--- config.mk ---
export PLATFORM = sky130hd
export DESIGN_NAME = periodic_event_slot_scheduler
export DESIGN_NICKNAME = d
export VERILOG_FILES = /design/src/rtl/core/pess_pkg.sv /design/src/rtl/core/pess_front.sv /design/src/rtl/core/pess_back.sv /design/src/rtl/core/periodic_event_slot_scheduler.sv
export SDC_FILE = /design/constraint.sdc
export NUM_CORES = 2
export LEC_CHECK = 0
export BUFFER_PORTS_ARGS = -buffer_cell sky130_fd_sc_hd__buf_2
export CAP_MARGIN = 40
export CORE_ASPECT_RATIO = 0.6
export CORE_MARGIN = 2
export CORE_UTILIZATION = 56
export CTS_BUF_LIST = sky130_fd_sc_hd__clkbuf_16
export DETAILED_ROUTE_END_ITERATION = 10
export GPL_TIMING_DRIVEN = 1
export PLACE_DENSITY_LB_ADDON = 0.15
export SLEW_MARGIN = 25
export SYNTH_ARGS = -nofsm -noshare
export SYNTH_HDL_FRONTEND = slang
export SYNTH_SLANG_ARGS = --single-unit
--- constraint.sdc ---
create_clock -name clk -period 7.9 [get_ports clk]
set_input_delay 0.79 -clock clk [delete_from_list [all_inputs] [get_ports clk]]
set_output_delay 0.79 -clock clk [all_outputs]
set_load 0.1 [all_outputs]
--- src/rtl/core/pess_pkg.sv ---
// shared types and constants for the periodic event slot scheduler
package pess_pkg;
  localparam int unsigned SLOTS_DEF   = 10;
  localparam int unsigned CNT_W       = 14;
  localparam int unsigned NAME_W      = 64;
  localparam int unsigned LEN_W       = 8;
  localparam int unsigned PER_W       = 16;
  localparam int unsigned HND_W       = 16;
  localparam int unsigned SLOT_W      = 4;
  localparam int unsigned QDEPTH      = 2;
  localparam logic [CNT_W-1:0] WRAP_RESET = 14'd10000;
  localparam logic [LEN_W-1:0] NAME_LIMIT = 8'd31;

  typedef enum logic [1:0] {
    KIND_TICK = 2'd0,
    KIND_REG  = 2'd1,
    KIND_DEL  = 2'd2,
    KIND_NONE = 2'd3
  } kind_t;

  typedef enum logic [1:0] {
    ERR_NONE     = 2'd0,
    ERR_BAD_NAME = 2'd1,
    ERR_NOT_FND  = 2'd2
  } err_t;

  typedef struct packed {
    kind_t             kind;
    logic [NAME_W-1:0] name_tag;
    logic              name_ok;
    logic [PER_W-1:0]  period;
    logic [HND_W-1:0]  handler_tag;
  } cmd_t;

  typedef struct packed {
    logic              fired;
    logic [SLOT_W-1:0] slot;
    logic [HND_W-1:0]  handler;
    err_t              error_code;
    logic              last;
  } res_t;
endpackage

--- src/rtl/core/pess_front.sv ---
// front end: classifies requests and queues them for the back end
module pess_front (
  input  logic               clk,
  input  logic               rst_n,
  input  logic               push,
  output logic               full,
  input  logic [1:0]         in_kind,
  input  logic [63:0]        in_name_tag,
  input  logic [7:0]         in_name_length,
  input  logic [15:0]        in_period,
  input  logic [15:0]        in_handler_tag,
  output logic               cmd_valid,
  input  logic               cmd_take,
  output pess_pkg::cmd_t     cmd
);
  pess_pkg::cmd_t q_r [pess_pkg::QDEPTH];
  logic [1:0] cnt_r, cnt_nxt;
  logic       wp_r, rp_r;
  logic       acc, keep;
  pess_pkg::cmd_t c_in;

  assign full  = (cnt_r == 2'(pess_pkg::QDEPTH));
  assign acc   = push && !full;
  // kind 3 produces nothing, drop it here
  assign keep  = acc && (pess_pkg::kind_t'(in_kind) != pess_pkg::KIND_NONE);
  assign cmd_valid = (cnt_r != 2'd0);
  assign cmd = q_r[rp_r];

  always_comb begin
    c_in.kind        = pess_pkg::kind_t'(in_kind);
    c_in.name_tag    = in_name_tag;
    c_in.name_ok     = (in_name_length < pess_pkg::NAME_LIMIT);
    c_in.period      = in_period;
    c_in.handler_tag = in_handler_tag;
    cnt_nxt = cnt_r + 2'(keep) - 2'(cmd_take && cmd_valid);
  end

  always_ff @(posedge clk) begin
    if (!rst_n) begin
      cnt_r <= '0;
      wp_r  <= 1'b0;
      rp_r  <= 1'b0;
    end else begin
      cnt_r <= cnt_nxt;
      if (keep) wp_r <= ~wp_r;
      if (cmd_take && cmd_valid) rp_r <= ~rp_r;
    end
  end

  always_ff @(posedge clk) begin
    if (keep) q_r[wp_r] <= c_in;
  end

  a_cnt_bound: assert property (@(posedge clk) disable iff (!rst_n)
    cnt_r <= 2'(pess_pkg::QDEPTH)) else $error("queue count overflow");
  a_no_take_empty: assert property (@(posedge clk) disable iff (!rst_n)
    (cnt_r == 2'd0) |-> !(cmd_take && cmd_valid)) else $error("take while empty");
  a_ptr: assert property (@(posedge clk) disable iff (!rst_n)
    (cnt_r == 2'd0 || cnt_r == 2'd2) |-> (wp_r == rp_r)) else $error("ptr mismatch");
endmodule

--- src/rtl/core/pess_back.sv ---
// back end: slot table, tick counter with serial modulo, result register
module pess_back #(
  parameter int unsigned SLOTS = pess_pkg::SLOTS_DEF
) (
  input  logic               clk,
  input  logic               rst_n,
  input  logic               cmd_valid,
  output logic               cmd_take,
  input  pess_pkg::cmd_t     cmd,
  input  logic               cfg_valid,
  output logic               cfg_ready,
  input  logic [13:0]        cfg_wrap_limit,
  output logic               res_valid,
  input  logic               res_pop,
  output pess_pkg::res_t     res
);
  localparam int unsigned IW = (SLOTS > 1) ? $clog2(SLOTS) : 1;
  localparam int unsigned SW = pess_pkg::SLOT_W;
  localparam int unsigned CW = pess_pkg::CNT_W;
  localparam int unsigned PW = pess_pkg::PER_W;

  typedef enum logic [3:0] {
    ST_IDLE = 4'b0001,
    ST_DIV  = 4'b0010,
    ST_NEXT = 4'b0100,
    ST_EMIT = 4'b1000
  } state_t;

  state_t state_r, state_nxt;
  logic [SLOTS-1:0]  act_r;
  logic [63:0]       name_r [SLOTS];
  logic [PW-1:0]     per_r  [SLOTS];
  logic [15:0]       hnd_r  [SLOTS];
  logic [CW-1:0]     cnt_r, wrap_r;
  logic [IW-1:0]     idx_r;
  logic [CW-1:0]     rem_r;
  logic [3:0]        bit_r;
  logic              pend_r;
  logic [IW-1:0]     pend_idx_r;
  logic              out_v_r;
  pess_pkg::res_t    out_r;
  logic [CW:0]       rsh;
  logic [PW:0]       rsh_w, diff;
  logic [CW-1:0]     inc;
  logic              free_f;
  logic [IW-1:0]     free_i;
  logic [SLOTS-1:0]  hit;
  logic              out_free, last_idx, divides, eligible;

  assign cfg_ready = (state_r == ST_IDLE) && !cmd_valid;
  assign res_valid = out_v_r;
  assign res = out_r;
  assign out_free = !out_v_r || res_pop;
  assign inc = cnt_r + CW'(1);
  assign last_idx = (idx_r == IW'(SLOTS - 1));

  // restoring division step on the tick count
  always_comb begin
    rsh   = {rem_r, cnt_r[bit_r]};
    rsh_w = {{(PW-CW){1'b0}}, rsh};
    diff  = rsh_w - {1'b0, per_r[idx_r]};
  end

  assign divides = (rem_r == '0);
  assign eligible = act_r[idx_r] && (per_r[idx_r] != '0);

  always_comb begin
    free_f = 1'b0;
    free_i = '0;
    for (int i = SLOTS - 1; i >= 0; i--) begin
      if (!act_r[i]) begin
        free_f = 1'b1;
        free_i = IW'(i);
      end
    end
    for (int i = 0; i < SLOTS; i++) hit[i] = act_r[i] && (name_r[i] == cmd.name_tag);
  end

  assign cmd_take = (state_r == ST_IDLE) && cmd_valid && out_free && !pend_r;

  always_comb begin
    state_nxt = state_r;
    case (state_r)
      ST_IDLE: if (cmd_take && cmd.kind == pess_pkg::KIND_TICK) state_nxt = ST_NEXT;
      ST_NEXT: state_nxt = eligible ? ST_DIV : (last_idx ? ST_EMIT : ST_NEXT);
      ST_DIV:  if (bit_r == '0) state_nxt = ST_EMIT;
      ST_EMIT: if (out_free) state_nxt = last_idx ? ST_IDLE : ST_NEXT;
      default: state_nxt = ST_IDLE;
    endcase
  end

  always_ff @(posedge clk) begin
    if (!rst_n) begin
      state_r <= ST_IDLE;
      act_r   <= '0;
      cnt_r   <= '0;
      wrap_r  <= pess_pkg::WRAP_RESET;
      out_v_r <= 1'b0;
      pend_r  <= 1'b0;
      idx_r   <= '0;
    end else begin
      state_r <= state_nxt;
      if (out_v_r && res_pop) out_v_r <= 1'b0;
      if (cfg_valid && cfg_ready) wrap_r <= cfg_wrap_limit;
      case (state_r)
        ST_IDLE: begin
          if (cmd_take) begin
            case (cmd.kind)
              pess_pkg::KIND_TICK: begin
                cnt_r <= inc;
                idx_r <= '0;
              end
              pess_pkg::KIND_REG: begin
                if (free_f) begin
                  act_r[free_i] <= 1'b1;
                  out_v_r <= 1'b1;
                end
              end
              pess_pkg::KIND_DEL: begin
                act_r <= act_r & ~hit;
                out_v_r <= 1'b1;
              end
              default: ;
            endcase
          end
        end
        ST_NEXT: begin
          if (!eligible) begin
            if (!last_idx) idx_r <= idx_r + IW'(1);
          end
        end
        ST_EMIT: begin
          if (out_free) begin
            if (pend_r && divides && eligible) begin
              // current slot also fires, so earlier one is not last
            end
            if (pend_r && (!eligible || !divides) && last_idx) begin
              out_v_r <= 1'b1;
              pend_r  <= 1'b0;
            end else if (pend_r && eligible && divides) begin
              out_v_r <= 1'b1;
              pend_r  <= 1'b1;
              pend_idx_r <= idx_r;
            end else if (pend_r) begin
              pend_r <= 1'b1;
            end else if (eligible && divides) begin
              pend_r <= 1'b1;
              pend_idx_r <= idx_r;
            end
            if (last_idx) begin
              if (cnt_r >= wrap_r) cnt_r <= '0;
              if (pend_r && eligible && divides) pend_r <= 1'b1;
            end else begin
              idx_r <= idx_r + IW'(1);
            end
          end
        end
        default: ;
      endcase
      // flush final pending firing once the walk is done
      if (state_r == ST_IDLE && pend_r && out_free) begin
        out_v_r <= 1'b1;
        pend_r  <= 1'b0;
      end
    end
  end

  // names start out as zero, a bad-length register keeps the old name
  always_ff @(posedge clk) begin
    if (!rst_n) begin
      for (int i = 0; i < SLOTS; i++) name_r[i] <= '0;
    end else if (state_r == ST_IDLE && cmd_take && cmd.kind == pess_pkg::KIND_REG &&
                 free_f && cmd.name_ok) begin
      name_r[free_i] <= cmd.name_tag;
    end
  end

  always_ff @(posedge clk) begin
    if (state_r == ST_NEXT && eligible) begin
      rem_r <= '0;
      bit_r <= 4'(CW - 1);
    end else if (state_r == ST_DIV) begin
      rem_r <= diff[PW] ? rsh[CW-1:0] : diff[CW-1:0];
      if (bit_r != '0) bit_r <= bit_r - 4'd1;
    end
    if (state_r == ST_IDLE && cmd_take && cmd.kind == pess_pkg::KIND_REG && free_f) begin
      per_r[free_i] <= cmd.period;
      hnd_r[free_i] <= cmd.handler_tag;
      out_r.fired <= 1'b0;
      out_r.slot <= SW'(free_i);
      out_r.handler <= '0;
      out_r.error_code <= cmd.name_ok ? pess_pkg::ERR_NONE : pess_pkg::ERR_BAD_NAME;
      out_r.last <= 1'b1;
    end else if (state_r == ST_IDLE && cmd_take && cmd.kind == pess_pkg::KIND_DEL) begin
      out_r.fired <= 1'b0;
      out_r.slot <= '0;
      out_r.handler <= '0;
      out_r.error_code <= (|hit) ? pess_pkg::ERR_NONE : pess_pkg::ERR_NOT_FND;
      out_r.last <= 1'b1;
    end else if (out_free && pend_r &&
                 ((state_r == ST_IDLE) ||
                  (state_r == ST_EMIT && ((eligible && divides) || last_idx)))) begin
      out_r.fired <= 1'b1;
      out_r.slot <= SW'(pend_idx_r);
      out_r.handler <= hnd_r[pend_idx_r];
      out_r.error_code <= pess_pkg::ERR_NONE;
      out_r.last <= !(state_r == ST_EMIT && eligible && divides);
    end
  end

  a_onehot: assert property (@(posedge clk) disable iff (!rst_n)
    $onehot(state_r)) else $error("state not one-hot");
  a_take_idle: assert property (@(posedge clk) disable iff (!rst_n)
    cmd_take |-> (state_r == ST_IDLE && !pend_r)) else $error("take while busy");
  a_hold: assert property (@(posedge clk) disable iff (!rst_n)
    (out_v_r && !res_pop) |=> (out_v_r && $stable(out_r))) else $error("result lost");
  a_cfg: assert property (@(posedge clk) disable iff (!rst_n)
    (cfg_valid && cfg_ready) |-> (state_r == ST_IDLE)) else $error("cfg while busy");
endmodule

--- src/rtl/core/periodic_event_slot_scheduler.sv ---
// top level of the periodic event slot scheduler
// Requests enter through a queue-style port: push with full, payload on in_ ports.
// Kind 0 ticks the counter, kind 1 registers into the lowest free slot, kind 2
// deletes every slot whose name matches. Results leave through a queue-style
// port: while empty is low the oldest result is on out_ ports, pop takes it.
// A two-entry request queue decouples the front end from the slot engine.
// Delete gives one result; register gives one unless no slot is free.
// A tick walks every slot in turn; each live slot with nonzero period adds
// a 14-step serial remainder and an emit step.
// Firings come out in slot order, the final one marked by out_last.
// The one-entry result register stalls the engine while pop stays low; the
// request queue then fills and full rises. No requests are lost.
// Reset clears all slots, the counter and the queue; wrap limit returns to 10000.
// cfg_wrap_limit is written on cfg_valid and cfg_ready, ready only while idle.
module periodic_event_slot_scheduler #(
  parameter int unsigned SLOTS = pess_pkg::SLOTS_DEF
) (
  input  logic        clk,
  input  logic        rst_n,
  input  logic        push,
  output logic        full,
  input  logic [1:0]  in_kind,
  input  logic [63:0] in_name_tag,
  input  logic [7:0]  in_name_length,
  input  logic [15:0] in_period,
  input  logic [15:0] in_handler_tag,
  output logic        empty,
  input  logic        pop,
  output logic        out_fired,
  output logic [3:0]  out_slot,
  output logic [15:0] out_handler,
  output logic [1:0]  out_error_code,
  output logic        out_last,
  input  logic        cfg_valid,
  output logic        cfg_ready,
  input  logic [13:0] cfg_wrap_limit
);
  logic cmd_valid, cmd_take, res_valid;
  pess_pkg::cmd_t cmd;
  pess_pkg::res_t res;

  pess_front u_front (
    .clk, .rst_n, .push, .full, .in_kind, .in_name_tag, .in_name_length,
    .in_period, .in_handler_tag, .cmd_valid, .cmd_take, .cmd
  );

  pess_back #(.SLOTS(SLOTS)) u_back (
    .clk, .rst_n, .cmd_valid, .cmd_take, .cmd, .cfg_valid, .cfg_ready,
    .cfg_wrap_limit, .res_valid, .res_pop(pop), .res
  );

  assign empty          = !res_valid;
  assign out_fired      = res.fired;
  assign out_slot       = res.slot;
  assign out_handler    = res.handler;
  assign out_error_code = res.error_code;
  assign out_last       = res.last;
endmodule

### Yosys cells after proc, flatten, opt, wreduce, memory -nomap -nowiden

Memories as Yosys holds them, arrays and structs flattened. A register that Yosys moved wholly into a read port is not among the register bits.
Index checks and enable logic that the tools add are counted.

| cells by class | value |
|---|---|
| $add $sub $neg | 6 |
| order comparisons | 6 |
| equal/unequal tests | 29 |
| muxes and demuxes | 87 |
| bitwise operators | 7 |
| reductions and logical operators | 73 |

Operators by type and width:

| kind | count |
|---|---|
| $eq A64 B64 Y1 | 10 |
| $mux W4 | 27 |
| $mux W14 | 6 |
| $mux W23 | 3 |
| $mux W64 | 1 |
| $reduce_or A64 Y1 | 1 |
| $logic_and A1 B1 Y1 | 40 |
| $mux W1 | 38 |
| $pmux W14 S2 | 1 |
| $pmux W10 S2 | 1 |
| $sub A15 B16 Y17 | 1 |
| $pmux W4 S4 | 1 |
| $reduce_bool A16 Y1 | 1 |
| $lt A4 B5 Y1 const B | 3 |
| $add A14 B1 Y14 const B | 1 |
| $ge A14 B14 Y1 | 1 |
| $logic_not A14 Y1 | 1 |
| $ne A2 B1 Y1 const B | 6 |
| $pmux W4 S3 | 1 |
| $reduce_and A6 Y1 | 2 |
| $and A10 B10 Y10 | 1 |
| $mux W10 | 1 |
| $ne A2 B2 Y1 const B | 5 |
| $not A10 Y10 | 1 |
| 32 further kinds | 54 |

| storage, ports and cells | value |
|---|---|
| register bits | 98 |
| memory bits (writable) | 1,158 |
| input port bits | 125 |
| output and inout bits | 27 |
| memories kept | 4 |

Memories:

| memory | words | width | rd ports | clocked after Yosys merged registers in | wr ports | RTL line | source |
|---|---|---|---|---|---|---|---|
| u_back.name_r | 10 | 64 | 10 | 0 | 10 | pess_back.sv:31 | `logic [63:0] name_r [SLOTS];` |
| u_front.q_r | 2 | 99 | 1 | 1 | 1 | pess_front.sv:16 | `pess_pkg::cmd_t q_r [pess_pkg::QDEPTH];` |
| u_back.hnd_r | 10 | 16 | 1 | 1 | 1 | pess_back.sv:33 | `logic [15:0] hnd_r [SLOTS];` |
| u_back.per_r | 10 | 16 | 1 | 1 | 1 | pess_back.sv:32 | `logic [PW-1:0] per_r [SLOTS];` |

### Depth between registers and ports, before layout

| logic depth | value |
|---|---|
| word-level depth | 17 |
| gate-level depth with buffers | 17 |
| gate-level depth less buffers | 14 |

### By module

From an unflattened synthesis, not the netlist that was laid out.

| second synthesis, totals | value |
|---|---|
| cell total of the unflattened synthesis | 4,105 |
| area total of the unflattened synthesis | 56,003.7 µm² |

Modules (own cells, without submodules):

| module | instances | cells an instance | area each (µm²) | seq. area each (µm²) |
|---|---|---|---|---|
| pess_back | 1 | 3,768 | 48,605.4 | 30,969.7 |
| pess_front | 1 | 336 | 7,394.6 | 6,045.8 |
| periodic_event_slot_scheduler | 1 | 1 | 3.8 | 0.0 |

### Worst setup path before layout

No wires, ideal clock.

| path | value |
|---|---|
| path kind | register to register |
| from | reg (tool-made name) |
| to | mem u_back.name_r[0][0], enable pin |
| setup time | 0.574 ns |
| arrival time | 7.135 ns |
| slack | 0.191 ns |
| cell stages (with the launch flop) | 12 |
| cells stage by stage | dfxtp_1 -> clkbuf_1 -> clkbuf_1 -> buf_1 -> mux2i_1 -> ha_1 -> o31a_1 -> and2_1 -> buf_4 -> nand3_4 -> clkbuf_1 -> o21ai_0 |

RTL lines:

| item | RTL line |
|---|---|
| end: declaration | pess_back.sv:31 |

==> reports/qor.yml <==
status: "complete, no violations"
cts.htree.levels: 3
port_buffers: 151
synth_area_um2: 55300
grt_max_degree: 70
cpMaxStageDelayCell: "nor4_4"
synth_top_family_by_area: "XOR/XNOR gates"
cts_buffers: 113
cpMostUsedCell: "buf_4"
p_int_w: 0.0129
grt_pass1_wl_um: 217000
clock_latency_ps: 750
viasPerCell: 6.07
power_frac_comb: 0.287
post_cts_resized: 0
critPathMaxStageDelay_ps: 630
fin_setup_tns_ps: 0
async_flop_share: 0
power_w: 0.0193
yosys_register_bits: 1265
p_switching_w: 0.00640
max_freq_mhz: 193
dieHeight_um: 247
p_sw_frac: 0.332
tightest_slew_ps: 972
design_area_um2: 62800
hold_path_class: "input port to flop"
rsz0062_at_grt: "no"
antenna_found_initial: 10
wirelength_um: 152000
yosysMostFrequentCell: "edfxtp_1"
clock_sinks: 1265
powerDensity_nw_per_um2: 308
track_usage: 0.298
grt_pass1_vias: 30900
netlist_top_cells_count: "1168 x edfxtp_1, 625 x xnor2_1, 510 x nor2_1, 217 x nor3_1, 173 x nor4_1"
setup_viol: 0
drt-pass1-iter-count: 6
clkPwrFrac: 0.296
syn2layout_area_growth_pct: 13.5
worstSetupPathType: "flop to flop"
cts_buffer_depth: 3
drtAntennaViolNets: 0
vias: 33700
synthSimpleGateAreaFrac: 0.101
drc: 0
syn_area_per_cell_um2: 13.9
synth_mux_area_frac: 0.0615
placed_cell_area_um2: 58900
drive_above_1_share: 0.177
synth_compound_area_frac: 0.0294
critPathMaxFanout: 65
dp.cells: 5332
wl_met1_um: 67200
synth_area_leaders: "edfxtp_1 63%, xnor2_1 9.9%, dfxtp_1 3.5%"
wl_met3_um: 19700
worstPathRequired_ps: 8290
met2_length_um: 62200
nets: 4302
clk_pin_slew_ps: 70
core_um2: 98100
cts_tree: "built"
seqPwrFrac: 0.418
drt-initial-drc-count: 4746
finalHoldWorstSlack_ps: 221
top_layer: "met5"
synthXorXnorAreaFrac: 0.103
slew_viol_final: 0
finalCritPeriodShare: 0.655
synth_edf_count: 1168
syn-num-nets: 4156
synth_cell_types: 66
grt.overflow.total: 0
die_x_um: 410
syn_inst: 3992
synth_top_area_cell: "edfxtp_1"
placementRows: 89
vdd_drop_max_mv: 0.310
drv_cap: 0
wire_per_inst_um: 27.4
p_leak_nw: 20.8
dieArea_um2: 101000
crit_chain: "or4b_4 -> nor4_4 -> and2_1 -> nand3_4 -> or3_2 -> buf_4 -> nand2_2 -> buf_4"
ctsHoldBuffers: 0
ios: 152
min_period_ps: 5180
synth_flop_cell: "edfxtp_1"
critPathLaunchType: "flop"
synth_top_area_share: 0.634
yosysWarnings: 0
clock_skew_ps: 30.6
detailed_place_hpwl_um: 99600
synth_adder_area_share: 0.00896
cts_root_buf: "clkbuf_16"
synth-seq-area-share: 0.669
instances_no_fill: 5557
start_util: 0.564
hold_viol_final: 0
place_congestion: 0.910
slew_headroom: 0.352
cts_post_setup_buffers_inserted: 0
crit_arrival_ps: 5560
end_kind: "flop"
-- critical path, delay by kind of cell, from the launching register on --
family	cells	cell delay [ps]
simple gates	6	3370
buf+inv	2	890
flops	1	460
-- kinds of logic after synthesis --
family,after synthesis
adders and majority gates,39
AOI/OAI and AO/OA,234
and+or+nand+nor,1187
DFF,1265
muxes,281
buffers and inverters,337
xor gates and xnor gates,649
-- sequential cells by signal, indices dropped and copies added, names as in the netlist, named ones only --
name               count
u_back.pend_idx_r      4
u_back.idx_r           4
u_back.hnd_r         160
u_back.state_r         4
u_front.wp_r           1
u_back.name_r        640
u_back.wrap_r         14
u_front.q_r          198
u_front.cnt_r          2
u_back.cnt_r          14
u_back.res            24
u_front.rp_r           1
u_back.res_valid       1
u_back.rem_r          14
u_back.act_r          10
u_back.pend_r          1
u_back.bit_r           4
u_back.per_r         160
-- per-layer routing --
layer / vias up / GRT usage
li1: 14900 / -
met1: 16900 / 0.459
met2: 1782 / 0.406
met3: 205 / 0.101
met4: 6 / 0.0667
met5: - / 0
-- path summary, 6_finish.rpt --
check / startpoint / end / slack (ps) / cells past startpoint
setup / recovery: u_back.state_r[0]$_SDFFE_PN1P_ / u_back.name_r[1][14]$_SDFFCE_PN0P_ / 2720 / 8
hold / removal: in_handler_tag[13] / u_front.q_r[1][13]$_DFFE_PP_ / 220 / 1
setup reg to reg: u_back.state_r[0]$_SDFFE_PN1P_ / u_back.name_r[1][14]$_SDFFCE_PN0P_ / 2720 / 8
hold reg to reg: u_back.res[8]$_SDFFE_PP0P_ / u_back.res[8]$_SDFFE_PP0P_ / 450 / 2
-- cell type report --
type / instances / area (um^2)
Inverter: 47 / 176
Clock buffer: 113 / 2830
Sequential cell: 1265 / 37000
Clock inverter: 97 / 978
Timing Repair Buffer: 321 / 2280
Fill cell: 7183 / 35300
Antenna cell: 5 / 12.5
Tap cell: 1319 / 1650
Multi-Input combinational cell: 2390 / 17800
-- through the flow --
step                 util  worst slack, ps
global placement    0.596             2760
CTS                 0.639             2830
global route        0.640             2480
finish              0.640             2720
detailed placement  0.600             2840
floorplan               -              191
-- power by group through the flow --
stage,combinational [W],sequential (W),clock (W)
finish,0.00553,0.00807,0.00571
global route,0.00575,0.00810,0.00600
CTS,0.00540,0.00807,0.00576
detailed placement,0.00537,0.00821,0
global placement,0.00529,0.00820,0
floorplan,0.00321,0.00813,0
-- cells in the final DEF, fill, tap and decap left out, types with 50 or more instances in the layout --
cell type,instances
buf_2,157
xnor2_1,625
edfxtp_1,1168
clkbuf_16,113
mux2i_1,79
mux2i_4,64
nor2_1,501
mux2_2,101
nand4_1,50
buf_4,137
inv_1,68
nor4_1,170
dfxtp_1,93
nor3_1,214
nand2_1,120
(Power assumes the default switching activity.)
